$ cat src/rtl/tba_pkg.sv
// shared types and constants of the toroidal bearing angle core
`default_nettype none
package tba_pkg;

    // configuration register file
    localparam int CFG_W     = 24;
    localparam int CFG_IDX_W = 1;
    localparam logic [CFG_IDX_W-1:0] REG_MAP_WIDTH  = 1'b0;
    localparam logic [CFG_IDX_W-1:0] REG_MAP_HEIGHT = 1'b1;
    localparam logic [CFG_W-1:0]     MAP_SIZE_RESET = 24'h100000;

    // cordic datapath
    localparam int TABLE_LEN  = 24;
    localparam int PHASE_W    = 32;
    localparam int NORM_EXP   = 40;  // vectors are scaled so the larger side is >= 2^40
    localparam int SHIFT_W    = 6;
    localparam int DP_W       = 45;
    localparam int PRE_STAGES = 5;   // pipeline depth ahead of the first cell

    // atan(2^-i), 2^32 per full turn
    localparam logic [PHASE_W-1:0] ARC_TABLE [TABLE_LEN] = '{
        32'h20000000, 32'h12E4051E, 32'h09FB385B, 32'h051111D4,
        32'h028B0D43, 32'h0145D7E1, 32'h00A2F61E, 32'h00517C55,
        32'h0028BE53, 32'h00145F2F, 32'h000A2F98, 32'h000517CC,
        32'h00028BE6, 32'h000145F3, 32'h0000A2FA, 32'h0000517D,
        32'h000028BE, 32'h0000145F, 32'h00000A30, 32'h00000518,
        32'h0000028C, 32'h00000146, 32'h000000A3, 32'h00000051
    };

    // one word moving down the cell chain
    typedef struct packed {
        logic                     valid;
        logic                     zero;
        logic signed [DP_W-1:0]   x;
        logic signed [DP_W-1:0]   y;
        logic [PHASE_W-1:0]       z;
    } t_cordic_word;

endpackage
`default_nettype wire

$ cat src/rtl/tba_cell.sv
// one vectoring rotation of the cordic chain
`default_nettype none
module tba_cell
    import tba_pkg::*;
#(
    parameter int STAGE = 0
) (
    input  wire logic         i_clk,
    input  wire logic         i_rst_n,
    input  wire t_cordic_word i_word,
    output t_cordic_word      o_word
);

    logic signed [DP_W-1:0] n_xs;
    logic signed [DP_W-1:0] n_ys;
    logic                   r_valid;
    logic                   r_zero;
    logic signed [DP_W-1:0] r_x;
    logic signed [DP_W-1:0] r_y;
    logic [PHASE_W-1:0]     r_z;

    assign n_xs = i_word.x >>> STAGE;
    assign n_ys = i_word.y >>> STAGE;

    // valid bit
    always_ff @(posedge i_clk) begin
        if (!i_rst_n) begin
            r_valid <= 1'b0;
        end else begin
            r_valid <= i_word.valid;
        end
    end

    // rotate toward the x axis, steering by the sign of y
    always_ff @(posedge i_clk) begin
        r_zero <= i_word.zero;
        if (!i_word.y[DP_W-1]) begin
            r_x <= i_word.x + n_ys;
            r_y <= i_word.y - n_xs;
            r_z <= i_word.z + ARC_TABLE[STAGE];
        end else begin
            r_x <= i_word.x - n_ys;
            r_y <= i_word.y + n_xs;
            r_z <= i_word.z - ARC_TABLE[STAGE];
        end
    end

    assign o_word = '{valid: r_valid, zero: r_zero, x: r_x, y: r_y, z: r_z};

endmodule
`default_nettype wire

$ cat config.mk
export PLATFORM = sky130hd
export DESIGN_NAME = tba_cell
export DESIGN_NICKNAME = d
export VERILOG_FILES = /design/src/rtl/tba_pkg.sv /design/src/rtl/tba_cell.sv
export SDC_FILE = /design/constraint.sdc
export NUM_CORES = 1
export LEC_CHECK = 0
export ABC_CLOCK_PERIOD_IN_PS = 4500
export BUFFER_PORTS_ARGS = -buffer_cell sky130_fd_sc_hd__buf_4
export CAP_MARGIN = 15
export CORE_MARGIN = 2
export CORE_UTILIZATION = 42
export DETAILED_ROUTE_END_ITERATION = 10
export GPL_TIMING_DRIVEN = 0
export SYNTH_ARGS = -nofsm -noshare
export SYNTH_HDL_FRONTEND = slang
export SYNTH_SLANG_ARGS = --single-unit
$ cat constraint.sdc
create_clock -name i_clk -period 4.5 [get_ports i_clk]
set_input_delay 0.675 -clock i_clk [delete_from_list [all_inputs] [get_ports i_clk]]
set_output_delay 0.675 -clock i_clk [all_outputs]
set_load 0.01 [all_outputs]
Word-level counts from Yosys, hierarchy flattened. Index checks and enable logic that the tools add are counted.

Flip-flop bits (word level): 124. Bits of input ports: 126. Output and inout port bits: 124. Word-level logic and storage cells: 13.

$add $sub $neg: 5. Multiplexer cells: 3.

Operators by type and width (number): $mux W45 (2); $sub A45 B45 Y45 (2); $add A45 B45 Y45 (1); $add A32 B30 Y32 const B (1); $mux W32 (1); $sub A32 B30 Y32 const B (1).

Logic depth before layout (Yosys ltp).
Word-level depth: 2. Mapped depth: 14. Gate-level depth less buffers: 13.

Worst setup path before layout. No wires, ideal clock.

Kind: input to register. Start point: in i_word[42] in the netlist's numbering. End point: reg r_x[22]. Setup time: 0.120 ns. Data arrival time: 3.199 ns. Required time: 4.380 ns. Setup slack: 1.181 ns. Cell stages on the path: 11. Buffers on the path: 0. Cells stage by stage: inv_1 -> ha_1 -> or4_1 -> or2_4 -> o31a_1 -> a2111oi_2 -> nor2_1 -> or3_4 -> a21oi_2 -> a21oi_1 -> xnor2_1.

Word-level cells in the longest chain between the ends: 2. Elaborated cells between the ends (all ways): 3. Classes of those cells: 2 x add/sub; 1 x mux.

RTL lines: start, declared (RTL line tba_cell.sv:10) `input wire t_cordic_word i_word,`; $add A45 B45 Y45 / $sub A45 B45 Y45 (equally long branches) (RTL line tba_cell.sv:38, tba_cell.sv:42); $mux W45 (*) (RTL line tba_cell.sv:37) `if (!i_word.y[DP_W-1]) begin`; end signal, assigned (RTL line tba_cell.sv:38) `r_x <= i_word.x + n_ys;`; end signal, assigned (RTL line tba_cell.sv:42) `r_x <= i_word.x - n_ys;`; end, declared (RTL line tba_cell.sv:18) `logic signed [DP_W-1:0] r_x;`.

Mark *: on every way between the ends. The rest lies on a longest branch, timed or not. A chain may end at the register's enable or synchronous reset.

Worst setup path in the final report.
Start point: in i_word[35] in the netlist's numbering. End point: reg r_x[39].

The elaborated chain is that of the path after synthesis.

==> results.txt <==
Clock Path Buffers = 2
Worst EP arrival = 4.52 ns
Gate power share = 39.9%
Top achievable clock speed = 237.4 MHz
P_int = 2933 uW
Max Cap Viol = 0
Synth Warn # = 0
Area Growth Syn to Fin = 27.25%
CORE AREA = 24960 um2
Initial antenna violation count = 0
Slew HR = 14.63%
Area of the multi-input gates = 7343 um2
Setup CP Type = primary input to flop
Critical path capture point type = flop
Avg Inst Size Synth = 7.582 um2
Pwr dens = 348.8 nW/um2
Mapped Nets = 1661
Net Sw Frac = 37.71%
Layout filler cell count = 2486
CP Max Fanout = 10
Die W = 162.9 um
Worst EP required = 4.81 ns
Total die area = 26540 um2
Gr ovfl total = 0
VDD IR max = 215.4 uV
Startpoint types = primary input
Final Cycle Share = 93.60%
Final setup violation count = 0
Cell area after synthesis = 10610 um2
DRC = 0
Tot Pwr = 4708 uW
Top Ports = 250
Initial Util = 42.49%
Yosys reg bits = 123
Placement Setup Slack = -0.2380 ns
Via count = 11540
Detailed Routing Iterations Pass 1 = 5
H-tree depth = 4
Final hold vios = 0
RSZ-0062 raised after global routing = no
FP Rows = 58
Count of different cell masters after synthesis = 70
Clock-pin transition on the worst setup and hold timing paths = 0.07 ns
Psw = 1775 uW
Detailed Route WL = 43330 um
Layout cells sized above 1 = 18.15%
Sequential Area = 2462 um2
Largest net degree at the start of global routing = 17
CTS tree = yes
Final hold slack = 0.3376 ns
Vias/cell = 5.740
Worst-margin pin slew = 1.264 ns
Fin worst setup slack = 0.2878 ns
Vias in the first global route = 10810
Part of the power in registers = 29.0%
Wire length of the first global-routing pass = 64330 um
Final #Nets = 1929
Final ANT Viol Nets = 0
Fin. max-slew vios = 0
Most area-consuming cells after synthesis = dfxtp_1 23%, ha_1 16%, a21oi_1 7.7%
Seq/Total Area, Yosys = 23.21%
Commonest non-fill, non-tap cell in the layout = buf_4
Placer congestion estimate = 0.9580
Root buffer cell = clkbuf_16
Final min period = 4.212 ns
Count of input and output buffers = 248
Hold Path Class = primary input to flop
Most frequent cells in the layout = 251 x buf_4, 164 x a21oi_1, 138 x inv_1
Leakage = 0.006342 uW
Async SR Flop Fraction = 0%
Ys flop type = dfxtp_1
CTS buffer count = 17
Area share of the largest cell type after synthesis = 23.21%
Total GRT Usage = 31.96%
Wire per inst = 21.56 um
Clock share of power = 31.1%
Syn Inst Count = 1399
Largest area contributor in the netlist = dfxtp_1
Post-synth EDFFs = 0
First DRT Iteration DRCs = 1173
Final HPWL from detailed placement = 34720 um
ANT cells = 0
Clk sinks = 123
Status = complete, no violations
Die Span Y = 162.9 um
==> timing repair <==
item,in CTS,in global routing
buffers inserted,0,0
setup endpoints to repair,0,2
hold buffers,0,0
gates resized for setup,0,1
==> worst paths after layout <==
check                              to  slack, ns  depth (start not counted)       start
worst min-delay path  r_z[15]$_DFF_P_       0.34                          1  i_word[15]
worst max-delay path  r_x[39]$_DFF_P_       0.29                         13  i_word[35]
==> cell families after synthesis <==
group	Yosys count	share of synthesized area, %
AOI/OAI and AO/OA	476	28.60
xor gates and xnor gates	86	7.101
adders and majority gates	136	16.32
buffers and inverters	209	7.561
DFF	123	23.21
muxes	19	1.793
and+or+nand+nor	350	15.40
==> cells in the mapped netlist, types with 4 or more instances <==
cell	instances
a211o_1	6
a211oi_1	8
a21boi_0	4
a21o_1	36
a21oi_1	164
a221o_1	5
a221oi_1	7
a311oi_1	5
a31oi_1	14
a41oi_1	5
and2_1	8
and3_1	4
buf_1	16
buf_2	5
clkbuf_1	42
clkinv_1	5
dfxtp_1	123
fa_1	4
ha_1	132
inv_1	138
mux2i_1	19
nand2_1	91
nand2b_1	19
nand3_1	11
nand4_1	23
nor2_1	122
nor2b_1	11
nor3_1	31
nor4_1	6
o211ai_1	5
o21a_1	17
o21ai_0	94
o21bai_1	32
o221ai_1	13
o22ai_1	6
o311ai_0	4
o31a_1	6
o31ai_1	14
or2_2	7
or3_1	4
or4_1	4
xnor2_1	75
xor2_1	11
==> worst max-delay path: stages <==
cell	delay (ns)
buf_4	0.09
inv_1	0.04
ha_1	0.32
clkbuf_1	0.25
a221oi_1	0.47
o21ai_1	0.30
o21ai_1	0.57
a41oi_1	0.53
o21ai_1	0.68
nand2_1	0.15
a21oi_1	0.18
a21oi_1	0.09
xnor2_1	0.18
==> flip-flops by register name, indices dropped and copies added (netlist names) <==
name     flops
r_valid      1
r_z         32
r_zero       1
r_x         44
r_y         45
==> through the flow <==
stage                     setup TNS, ns  std cells  util, %  instance area [um2]
after CTS                             0       2009    54.04                13490
after detailed placement         -1.081       1977    51.60                12880
after floorplan                       0       1399        -                10610
final                                 0       2010    54.07                13500
after global routing                  0       2010    54.07                13500
after global placement          -0.4287       1977    51.60                12880
==> routing by layer <==
| layer | track usage, % | share of wire, % | up-vias |
|---|---|---|---|
| met4 | 10.42 | 2.8 | 0 |
| met5 | 0 | 0 | - |
| met3 | 6.697 | 10 | 70 |
| met1 | 44.80 | 44 | 5358 |
| li1 | - | - | 5454 |
| met2 | 48.77 | 43 | 656 |
==> power by group through the flow <==
stage	registers (uW)	clock network, uW	logic [uW]
2_1_floorplan	1490	0	903
3_3_place_gp	1380	0	1840
3_5_place_dp	1390	0	1830
4_1_cts	1370	1480	1850
5_1_grt	1380	1530	2010
6_report	1370	1460	1880
==> layout make-up <==
cell class / count / share of cell area, %
plain buffers: 66 / 1.965
clock buffers: 19 / 3.356
clock inverters: 13 / 1.149
inverters: 143 / 3.977
multi-input cells: 1067 / 54.40
flip-flops and latches: 123 / 18.24
well taps: 330 / 3.059
repair buffers: 249 / 13.85
Note: power is estimated with default switching activity, not from simulation.
