`src/rtl/tba_pkg.sv`:
```
// shared types and constants of the toroidal bearing angle core
`default_nettype none
package tba_pkg;

    // configuration register file
    localparam int CFG_W     = 24;
    localparam int CFG_IDX_W = 1;
    localparam logic [CFG_IDX_W-1:0] REG_MAP_WIDTH  = 1'b0;
    localparam logic [CFG_IDX_W-1:0] REG_MAP_HEIGHT = 1'b1;
    localparam logic [CFG_W-1:0]     MAP_SIZE_RESET = 24'h100000;

    // cordic datapath
    localparam int TABLE_LEN  = 24;
    localparam int PHASE_W    = 32;
    localparam int NORM_EXP   = 40;  // vectors are scaled so the larger side is >= 2^40
    localparam int SHIFT_W    = 6;
    localparam int DP_W       = 45;
    localparam int PRE_STAGES = 5;   // pipeline depth ahead of the first cell

    // atan(2^-i), 2^32 per full turn
    localparam logic [PHASE_W-1:0] ARC_TABLE [TABLE_LEN] = '{
        32'h20000000, 32'h12E4051E, 32'h09FB385B, 32'h051111D4,
        32'h028B0D43, 32'h0145D7E1, 32'h00A2F61E, 32'h00517C55,
        32'h0028BE53, 32'h00145F2F, 32'h000A2F98, 32'h000517CC,
        32'h00028BE6, 32'h000145F3, 32'h0000A2FA, 32'h0000517D,
        32'h000028BE, 32'h0000145F, 32'h00000A30, 32'h00000518,
        32'h0000028C, 32'h00000146, 32'h000000A3, 32'h00000051
    };

    // one word moving down the cell chain
    typedef struct packed {
        logic                     valid;
        logic                     zero;
        logic signed [DP_W-1:0]   x;
        logic signed [DP_W-1:0]   y;
        logic [PHASE_W-1:0]       z;
    } t_cordic_word;

endpackage
`default_nettype wire

```
`src/rtl/tba_prep.sv`:
```
// front end: wrapped differences, half-plane fold and normalization
`default_nettype none
module tba_prep
    import tba_pkg::*;
#(
    parameter int COORD_BITS = 24
) (
    input  wire logic                  i_clk,
    input  wire logic                  i_rst_n,
    input  wire logic                  i_accept,
    input  wire logic [COORD_BITS-1:0] i_from_x,
    input  wire logic [COORD_BITS-1:0] i_from_y,
    input  wire logic [COORD_BITS-1:0] i_to_x,
    input  wire logic [COORD_BITS-1:0] i_to_y,
    input  wire logic [CFG_W-1:0]      i_map_width,
    input  wire logic [CFG_W-1:0]      i_map_height,
    output t_cordic_word               o_word
);

    localparam int C = COORD_BITS;

    // one wrap correction, applied at most once
    function automatic logic signed [C:0] wrap_axis(input logic signed [C:0] d,
                                                    input logic [C-1:0] s);
        logic signed [C+1:0] d2;
        logic signed [C+1:0] s2;
        logic signed [C+1:0] res;
        d2  = {d, 1'b0};
        s2  = $signed({2'b00, s});
        res = (C+2)'(d);
        if (d2 > s2) begin
            res = (C+2)'(d) - s2;
        end else if (d2 < -s2) begin
            res = (C+2)'(d) + s2;
        end
        return res[C:0];
    endfunction

    logic                  r1_v, r2_v, r3_v, r4_v, r5_v;
    logic signed [C:0]     r1_dx, r1_dy, r2_dx, r2_dy;
    logic                  r3_zero, r3_neg, r4_zero, r4_neg;
    logic [C-1:0]          r3_x, r4_x;
    logic signed [C:0]     r3_y, r4_y;
    logic [SHIFT_W-1:0]    r4_k;
    logic                  r5_zero;
    logic signed [DP_W-1:0] r5_x;
    logic signed [DP_W-1:0] r5_y;
    logic [PHASE_W-1:0]    r5_z;

    logic [C-1:0]          n_ay;
    logic [C-1:0]          n_mag;
    logic [SHIFT_W-1:0]    n_pos;
    logic signed [C:0]     n_fx;

    // valid chain
    always_ff @(posedge i_clk) begin
        if (!i_rst_n) begin
            r1_v <= 1'b0;
            r2_v <= 1'b0;
            r3_v <= 1'b0;
            r4_v <= 1'b0;
            r5_v <= 1'b0;
        end else begin
            r1_v <= i_accept;
            r2_v <= r1_v;
            r3_v <= r2_v;
            r4_v <= r3_v;
            r5_v <= r4_v;
        end
    end

    // raw differences, then the wrap
    always_ff @(posedge i_clk) begin
        r1_dx <= $signed({1'b0, i_to_x}) - $signed({1'b0, i_from_x});
        r1_dy <= $signed({1'b0, i_to_y}) - $signed({1'b0, i_from_y});
        r2_dx <= wrap_axis(r1_dx, C'(i_map_width));
        r2_dy <= wrap_axis(r1_dy, C'(i_map_height));
    end

    // fold into the right half plane
    assign n_fx = r2_dx[C] ? -r2_dx : r2_dx;

    always_ff @(posedge i_clk) begin
        r3_zero <= (r2_dx == '0) && (r2_dy == '0);
        r3_neg  <= r2_dx[C];
        r3_x    <= n_fx[C-1:0];
        r3_y    <= r2_dx[C] ? -r2_dy : r2_dy;
    end

    // leading one of the larger side gives the scale shift
    always_comb begin
        n_ay  = r3_y[C] ? C'(-r3_y) : r3_y[C-1:0];
        n_mag = (r3_x > n_ay) ? r3_x : n_ay;
        n_pos = '0;
        for (int i = 0; i < C; i++) begin
            if (n_mag[i]) begin
                n_pos = SHIFT_W'(i);
            end
        end
    end

    always_ff @(posedge i_clk) begin
        r4_zero <= r3_zero;
        r4_neg  <= r3_neg;
        r4_x    <= r3_x;
        r4_y    <= r3_y;
        r4_k    <= SHIFT_W'(NORM_EXP) - n_pos;
    end

    // scaled vector and starting phase
    always_ff @(posedge i_clk) begin
        r5_zero <= r4_zero;
        r5_x    <= $signed(DP_W'(r4_x)) <<< r4_k;
        r5_y    <= DP_W'(r4_y) <<< r4_k;
        r5_z    <= {r4_neg, {(PHASE_W-1){1'b0}}};
    end

    assign o_word = '{valid: r5_v, zero: r5_zero, x: r5_x, y: r5_y, z: r5_z};

endmodule
`default_nettype wire

```
`config.mk`:
```
export PLATFORM = sky130hd
export DESIGN_NAME = tba_prep
export DESIGN_NICKNAME = d
export VERILOG_FILES = /design/src/rtl/tba_pkg.sv /design/src/rtl/tba_prep.sv
export SDC_FILE = /design/constraint.sdc
export NUM_CORES = 1
export LEC_CHECK = 0
export ABC_AREA = 1
export BUFFER_PORTS_ARGS = -buffer_cell sky130_fd_sc_hd__buf_2
export CAP_MARGIN = 40
export CORE_AREA = 10 10 213 215
export DETAILED_ROUTE_END_ITERATION = 16
export DIE_AREA = 0 0 223 225
export GPL_TIMING_DRIVEN = 0
export PLACE_DENSITY_LB_ADDON = 0.12
export SYNTH_ARGS = -nofsm -noshare
export SYNTH_HDL_FRONTEND = slang
export SYNTH_SLANG_ARGS = --single-unit
```
`constraint.sdc`:
```
create_clock -name i_clk -period 4.8 [get_ports i_clk]
set_input_delay 0.72 -clock i_clk [delete_from_list [all_inputs] [get_ports i_clk]]
set_output_delay 0.72 -clock i_clk [all_outputs]
set_load 0.03 [all_outputs]
```
=== Yosys cells after proc, flatten, opt, wreduce, memory -nomap -nowiden ===
Index checks and enable logic that the tools add are counted.

* Flip-flop bits (word level): 305
* Output and inout bits: 124
* Word-level logic and storage cells: 75
* Input bits: 147

* Reduce and logical (&&, ||, !) cells: 3
* Add/subtract/negate cells: 12
* Mux-type cells: 31
* $lt $le $gt $ge: 5
* Shift-type cells: 2

{| class="wikitable"
|+ Operators by type and width
! cell !! number
|-
| 2-to-1 mux 6 bit || 22
|-
| 2-to-1 mux 25 bit || 5
|-
| <<< shifter 25 x 6 -> 45 bit || 2
|-
| 2-to-1 mux 24 bit || 3
|-
| greater-than comparator 26 x 25 -> 1 bit || 2
|-
| < comparator 26 bit || 2
|-
| negation 24 -> 26 bit || 2
|-
| adder 25 bit || 2
|-
| zero test 25 bit || 2
|-
| subtractor 24 x 24 -> 25 bit || 2
|-
| subtractor 25 bit || 2
|-
| negation 24 bit || 2
|-
| negation 25 bit || 1
|-
| greater-than comparator 24 bit || 1
|-
| subtractor 6 bit (first input constant) || 1
|-
| logical AND 1 bit || 1
|-
| 2-to-1 mux 1 bit || 1
|}

=== Longest topological paths before layout ===
* Word-level depth: 28
* Mapped depth: 50
* Mapped depth without buffers: 50

=== Worst setup path after synthesis ===
Ideal clock, no wire load.

* Path kind: input to register
* Start point: input i_map_width[0]
* End point: register r2_dx[2]
* Required time: 4.671 ns
* Stages on the path: 42
* Path slack: -0.016 ns
* Data arrival time: 4.687 ns
* Path through: nor2_2 > inv_2 > nor2_2 > inv_2 > nor2_2 > inv_2 > nor2_2 > inv_2 > nor2_2 > inv_2 > nor2_2 > inv_2 > nor2_2 > inv_2 > nor2_4 > nand3_4 > nor2_2 > nand2_2 > [... 6 more ...] > nor2_4 > nand2_4 > nor2_4 > nand2_2 > xor2_1 > ha_1 > inv_1 > nor2_1 > nand3_1 > o211ai_1 > a21oi_1 > nand2_1 > or2_2 > nand2_1 > clkinv_1 > clkbuf_1 > o211ai_1 > o21ai_0

* Cells in the longest elaborated chain, start to end: 4
* Elaborated cells between the ends (all ways): 7
* Those cells by class: add/sub (3); order compare (2); mux (2)

{| class="wikitable"
|+ Ends and longest elaborated chain
! element !! line !! source
|-
| start: declaration || tba_prep.sv:15 || <nowiki>input wire logic [CFG_W-1:0] i_map_width,</nowiki>
|-
| negation 24 -> 26 bit || tba_prep.sv:33 || <nowiki>end else if (d2 < -s2) begin</nowiki>
|-
| < comparator 26 bit || tba_prep.sv:33 ||
|-
| 2-to-1 mux 25 bit || tba_prep.sv:33 ||
|-
| 2-to-1 mux 25 bit (*) || tba_prep.sv:31 || <nowiki>if (d2 > s2) begin</nowiki>
|-
| end signal: assignment || tba_prep.sv:76 || <nowiki>r2_dx <= wrap_axis(r1_dx, C'(i_map_width));</nowiki>
|-
| end: declaration || tba_prep.sv:40 || <nowiki>logic signed [C:0] r1_dx, r1_dy, r2_dx, r2_dy;</nowiki>
|}

Mark *: on every way between the ends. The rest lies on a longest branch, timed or not.
A chain may end at the register's enable or synchronous reset.

=== Worst setup path after layout ===
* Start point: register r3_y[0]
* End point: register r4_k[4]

* Cells in the longest elaborated chain, start to end: 28

{| class="wikitable"
|+ Ends and longest elaborated chain
! element !! line !! source
|-
| start: declaration || tba_prep.sv:43 || <nowiki>logic signed [C:0] r3_y, r4_y;</nowiki>
|-
| start signal: assignment || tba_prep.sv:87 || <nowiki>r3_y <= r2_dx[C] ? -r2_dy : r2_dy;</nowiki>
|-
| negation 24 bit || tba_prep.sv:92 || <nowiki>n_ay = r3_y[C] ? C'(-r3_y) : r3_y[C-1:0];</nowiki>
|-
| 2-to-1 mux 24 bit (*) || tba_prep.sv:92 ||
|-
| greater-than comparator 24 bit || tba_prep.sv:93 || <nowiki>n_mag = (r3_x > n_ay) ? r3_x : n_ay;</nowiki>
|-
| 2-to-1 mux 24 bit (*) || tba_prep.sv:93 ||
|-
| 2-to-1 mux 1 bit || tba_prep.sv:96 || <nowiki>if (n_mag[i]) begin</nowiki>
|-
| 2-to-1 mux 6 bit (21 in a row) || tba_prep.sv:96 ||
|-
| 2-to-1 mux 6 bit (*) || tba_prep.sv:96 ||
|-
| named net n_pos[0] || tba_prep.sv:52 || <nowiki>logic [SHIFT_W-1:0] n_pos;</nowiki>
|-
| subtractor 6 bit (*) || tba_prep.sv:107 || <nowiki>r4_k <= SHIFT_W'(NORM_EXP) - n_pos;</nowiki>
|-
| end signal: assignment || tba_prep.sv:107 ||
|-
| end: declaration || tba_prep.sv:44 || <nowiki>logic [SHIFT_W-1:0] r4_k;</nowiki>
|}

Mark *: on every way through the listed nets, which the timed path passes. The rest lies on a longest branch.

==> impl_metrics.json <==
{
  "pre_cts_ws_ns": -1.52,
  "cts.sinks": 305,
  "drive_gt1_share_pct": 16.1,
  "root_buffer": "clkbuf_16",
  "dp_hpwl_mm": 53.3,
  "arrival_ns": 5.54,
  "viasPerCell": 5.30,
  "synth_edf_count": 0,
  "clk_latency_ns": 0.56,
  "path_class": "reg2reg",
  "insertedDiodeCount": 0,
  "cpMostUsedCell": "nand2_1",
  "chipHeight_um": 225,
  "power_density_nw_per_um2": 688,
  "dr_total_vias": 21300,
  "final_cell_area_um2": 26400,
  "grt_start_max_net_pins": 15,
  "intPower_w": 0.00922,
  "dieArea_um2": 50200,
  "cp_max_fo": 7,
  "avgSynthCellArea_um2": 7.11,
  "status": "complete, but fails checks",
  "synth-main-ff-cell": "dfxtp_1",
  "cts_tree": "built",
  "clkSlewWorstSetupHoldPaths_ns": 0.06,
  "synth_seq_area_share_pct": 27.8,
  "p_clk_share_pct": 15.8,
  "synthArstFlopShare_pct": 0,
  "final-hold-violation-count": 0,
  "synth_cell_types": 59,
  "cpPeakStageDelay_ns": 0.36,
  "syn_area_um2": 21900,
  "cp-end-kind": "register",
  "io_buffer_count": 239,
  "cts_made_buffers": 35,
  "postSynthCellCount": 3087,
  "layout_setup_ws_ns": -0.342,
  "ys_ff_latch": 305,
  "fp.coreArea_um2": 41400,
  "grt_setup_unrepaired": "yes",
  "antenna_found_initial": 0,
  "slew_headroom_pct": 49.7,
  "grt-ovfl-total": 0,
  "cp_data_required_time_ns": 5.20,
  "slowest_stage": "o21ai_0",
  "slew_viol_final": 0,
  "dr.pass1.iters": 6,
  "p_leak_nw": 13.4,
  "drc": 0,
  "p_sw_w": 0.00894,
  "wirelength_mm": 66.5,
  "maxCapViolCount": 0,
  "fin_cells": 4016,
  "worst_slew_pin_slew_ns": 0.754,
  "layout_common_cells": "660 x nand2_1, 352 x inv_1, 303 x dfxtp_1",
  "grt_pass1_vias": 20600,
  "ios": 271,
  "initialDrtViolationCount": 1639,
  "dp.cells": 3895,
  "grt_pass1_wl_mm": 104,
  "grt_usage_pct": 25.0,
  "num-nets-final": 3871,
  "clock.fmax_mhz": 194,
  "wl_per_cell_um": 16.5,
  "clockBufferDepth": 3,
  "gp_congestion": 0.944,
  "syn_to_final_growth_pct": 20.4,
  "sw_frac_of_total_pct": 49.2,
  "hold_path.class": "reg2reg",
  "setup_violations": 19,
  "rows": 75,
  "combPwrFrac_pct": 59.5,
  "finalClockSkew_ns": 0.0206,
  "finalCritPeriodShare_pct": 107,
  "layout_commonest_cell": "nand2_1",
  "fp.dieW_um": 223,
  "violations": "setup timing",
  "htree_levels": 2,
  "p_seq_share_pct": 24.7,
  "placed_cell_area_um2": 23900,
  "p_total_w": 0.0182,
  "period_needed_ns": 5.14,
  "crit_path_start_kind": "register",
  "initial_utilization_pct": 53.0,
  "ys_warn_count": 0,
  "vdd_drop_max_v": 0.000360,
  "drtAntennaViolNets": 0,
  "cts-hold-fix-buffers": 0
}
-- metal layers --
| layer | GRT usage [%] | share of wire (%) | up-vias |
|---|---|---|---|
| met4 | 7.21 | 2.8 | 0 |
| met5 | 0 | 0 | - |
| met3 | 4.86 | 6.9 | 111 |
| met2 | 42.5 | 47 | 658 |
| met1 | 31.4 | 43 | 9667 |
| li1 | - | - | 10800 |
-- path summary, 6_finish.rpt --
kind	startpoint	to	slack, ns	cells after the start
worst min register to register	r3_zero	r4_zero	0.33	0
worst max-delay path	r3_y[0]	r4_k[4]	-0.34	42
worst min-delay path	r3_zero	r4_zero	0.33	0
worst max register to register	r3_y[0]	r4_k[4]	-0.34	42
-- power groups by stage --
stage / logic (W) / clock network (W) / registers (W)
global placement: 0.00944 / 0 / 0.00448
finish: 0.0108 / 0.00287 / 0.00448
global route: 0.0121 / 0.00302 / 0.00459
floorplan: 0.00659 / 0 / 0.00472
CTS: 0.0102 / 0.00292 / 0.00445
detailed placement: 0.00960 / 0 / 0.00450
-- timing repair --
action | CTS | global route
setup endpoints to repair | 56 | 56
pin swaps | 16 | 46
setup buffers | 17 | 36
gates cloned | 2 | 7
gates resized for setup | 72 | 159
-- kinds of logic after synthesis --
logic type      Yosys count  share of synthesized area (%)
flops                   305                           27.8
mux                      17                          0.776
compound gates          686                           17.5
simple gates           1103                           21.3
other cells               1                         0.0171
fa+ha+maj               272                           15.7
xor+xnor                184                           7.35
buf+inv                 519                           9.53
-- layout make-up --
cell class	instances	area [µm²]
sequential	305	6110
buffer	144	798
clock buffer	43	947
inverter	375	1440
multi-input combinational	2293	14300
fill	3725	15000
tap	539	674
clock inverter	19	280
timing repair buffer	298	1860
-- Yosys cell counts, drive strengths merged, types with 2 or more instances --
cell type	instances	area [µm²]
a21oi	223	1120
o221ai	14	123
a221oi	4	35.0
inv	370	1390
dfxtp	305	6110
nor4	10	62.6
o21a	2	15.0
nor2	232	1010
clkinv	5	18.8
nand3	103	533
mux2i	17	170
a22oi	5	37.5
ha	266	3330
buf	54	345
clkbuf	90	338
nor3b	4	30.0
a31oi	23	144
o31ai	9	67.6
o211ai	31	233
or2	16	100
fa	6	120
nand4	18	113
o21ai	294	1480
nor3	26	150
a21boi	11	86.3
o21bai	13	97.6
xnor2	37	324
a211oi	7	52.6
xor2	147	1290
a21o	8	60.1
o22ai	36	225
nand2	690	2650
o2111ai	2	23.8
-- stage by stage --
stage | hold slack [ns] | setup TNS (ns) | util [%]
after global placement | 0.312 | -57.02 | 57.8
after floorplan | 0.310 | -0.000459 | -
final | 0.327 | -1.54 | 63.8
after CTS | 0.328 | -0.495 | 61.6
after global routing | 0.331 | -13.27 | 63.8
after detailed placement | 0.315 | -59.23 | 57.8
-- state kept, by name, indices dropped and copies added, names as in the netlist, 6 cells and up --
register  cells
r1_dx        25
r1_dy        25
r2_dx        25
r2_dy        25
r3_x         24
r3_y         25
r4_k          6
r4_x         24
r4_y         25
r5_x         45
r5_y         45
-- worst max-delay path, delay by kind of cell, from the launching register on --
kind,cells,cell delay (ns)
AO/OA/AOI/OAI,4,0.85
XOR/XNOR,1,0.35
adder cells (fa/ha/maj),3,0.45
buffers and inverters,7,0.56
flip-flops,1,0.35
AND/OR/NAND/NOR,27,2.41
No activity file was read; power rests on OpenSTA's default activity.
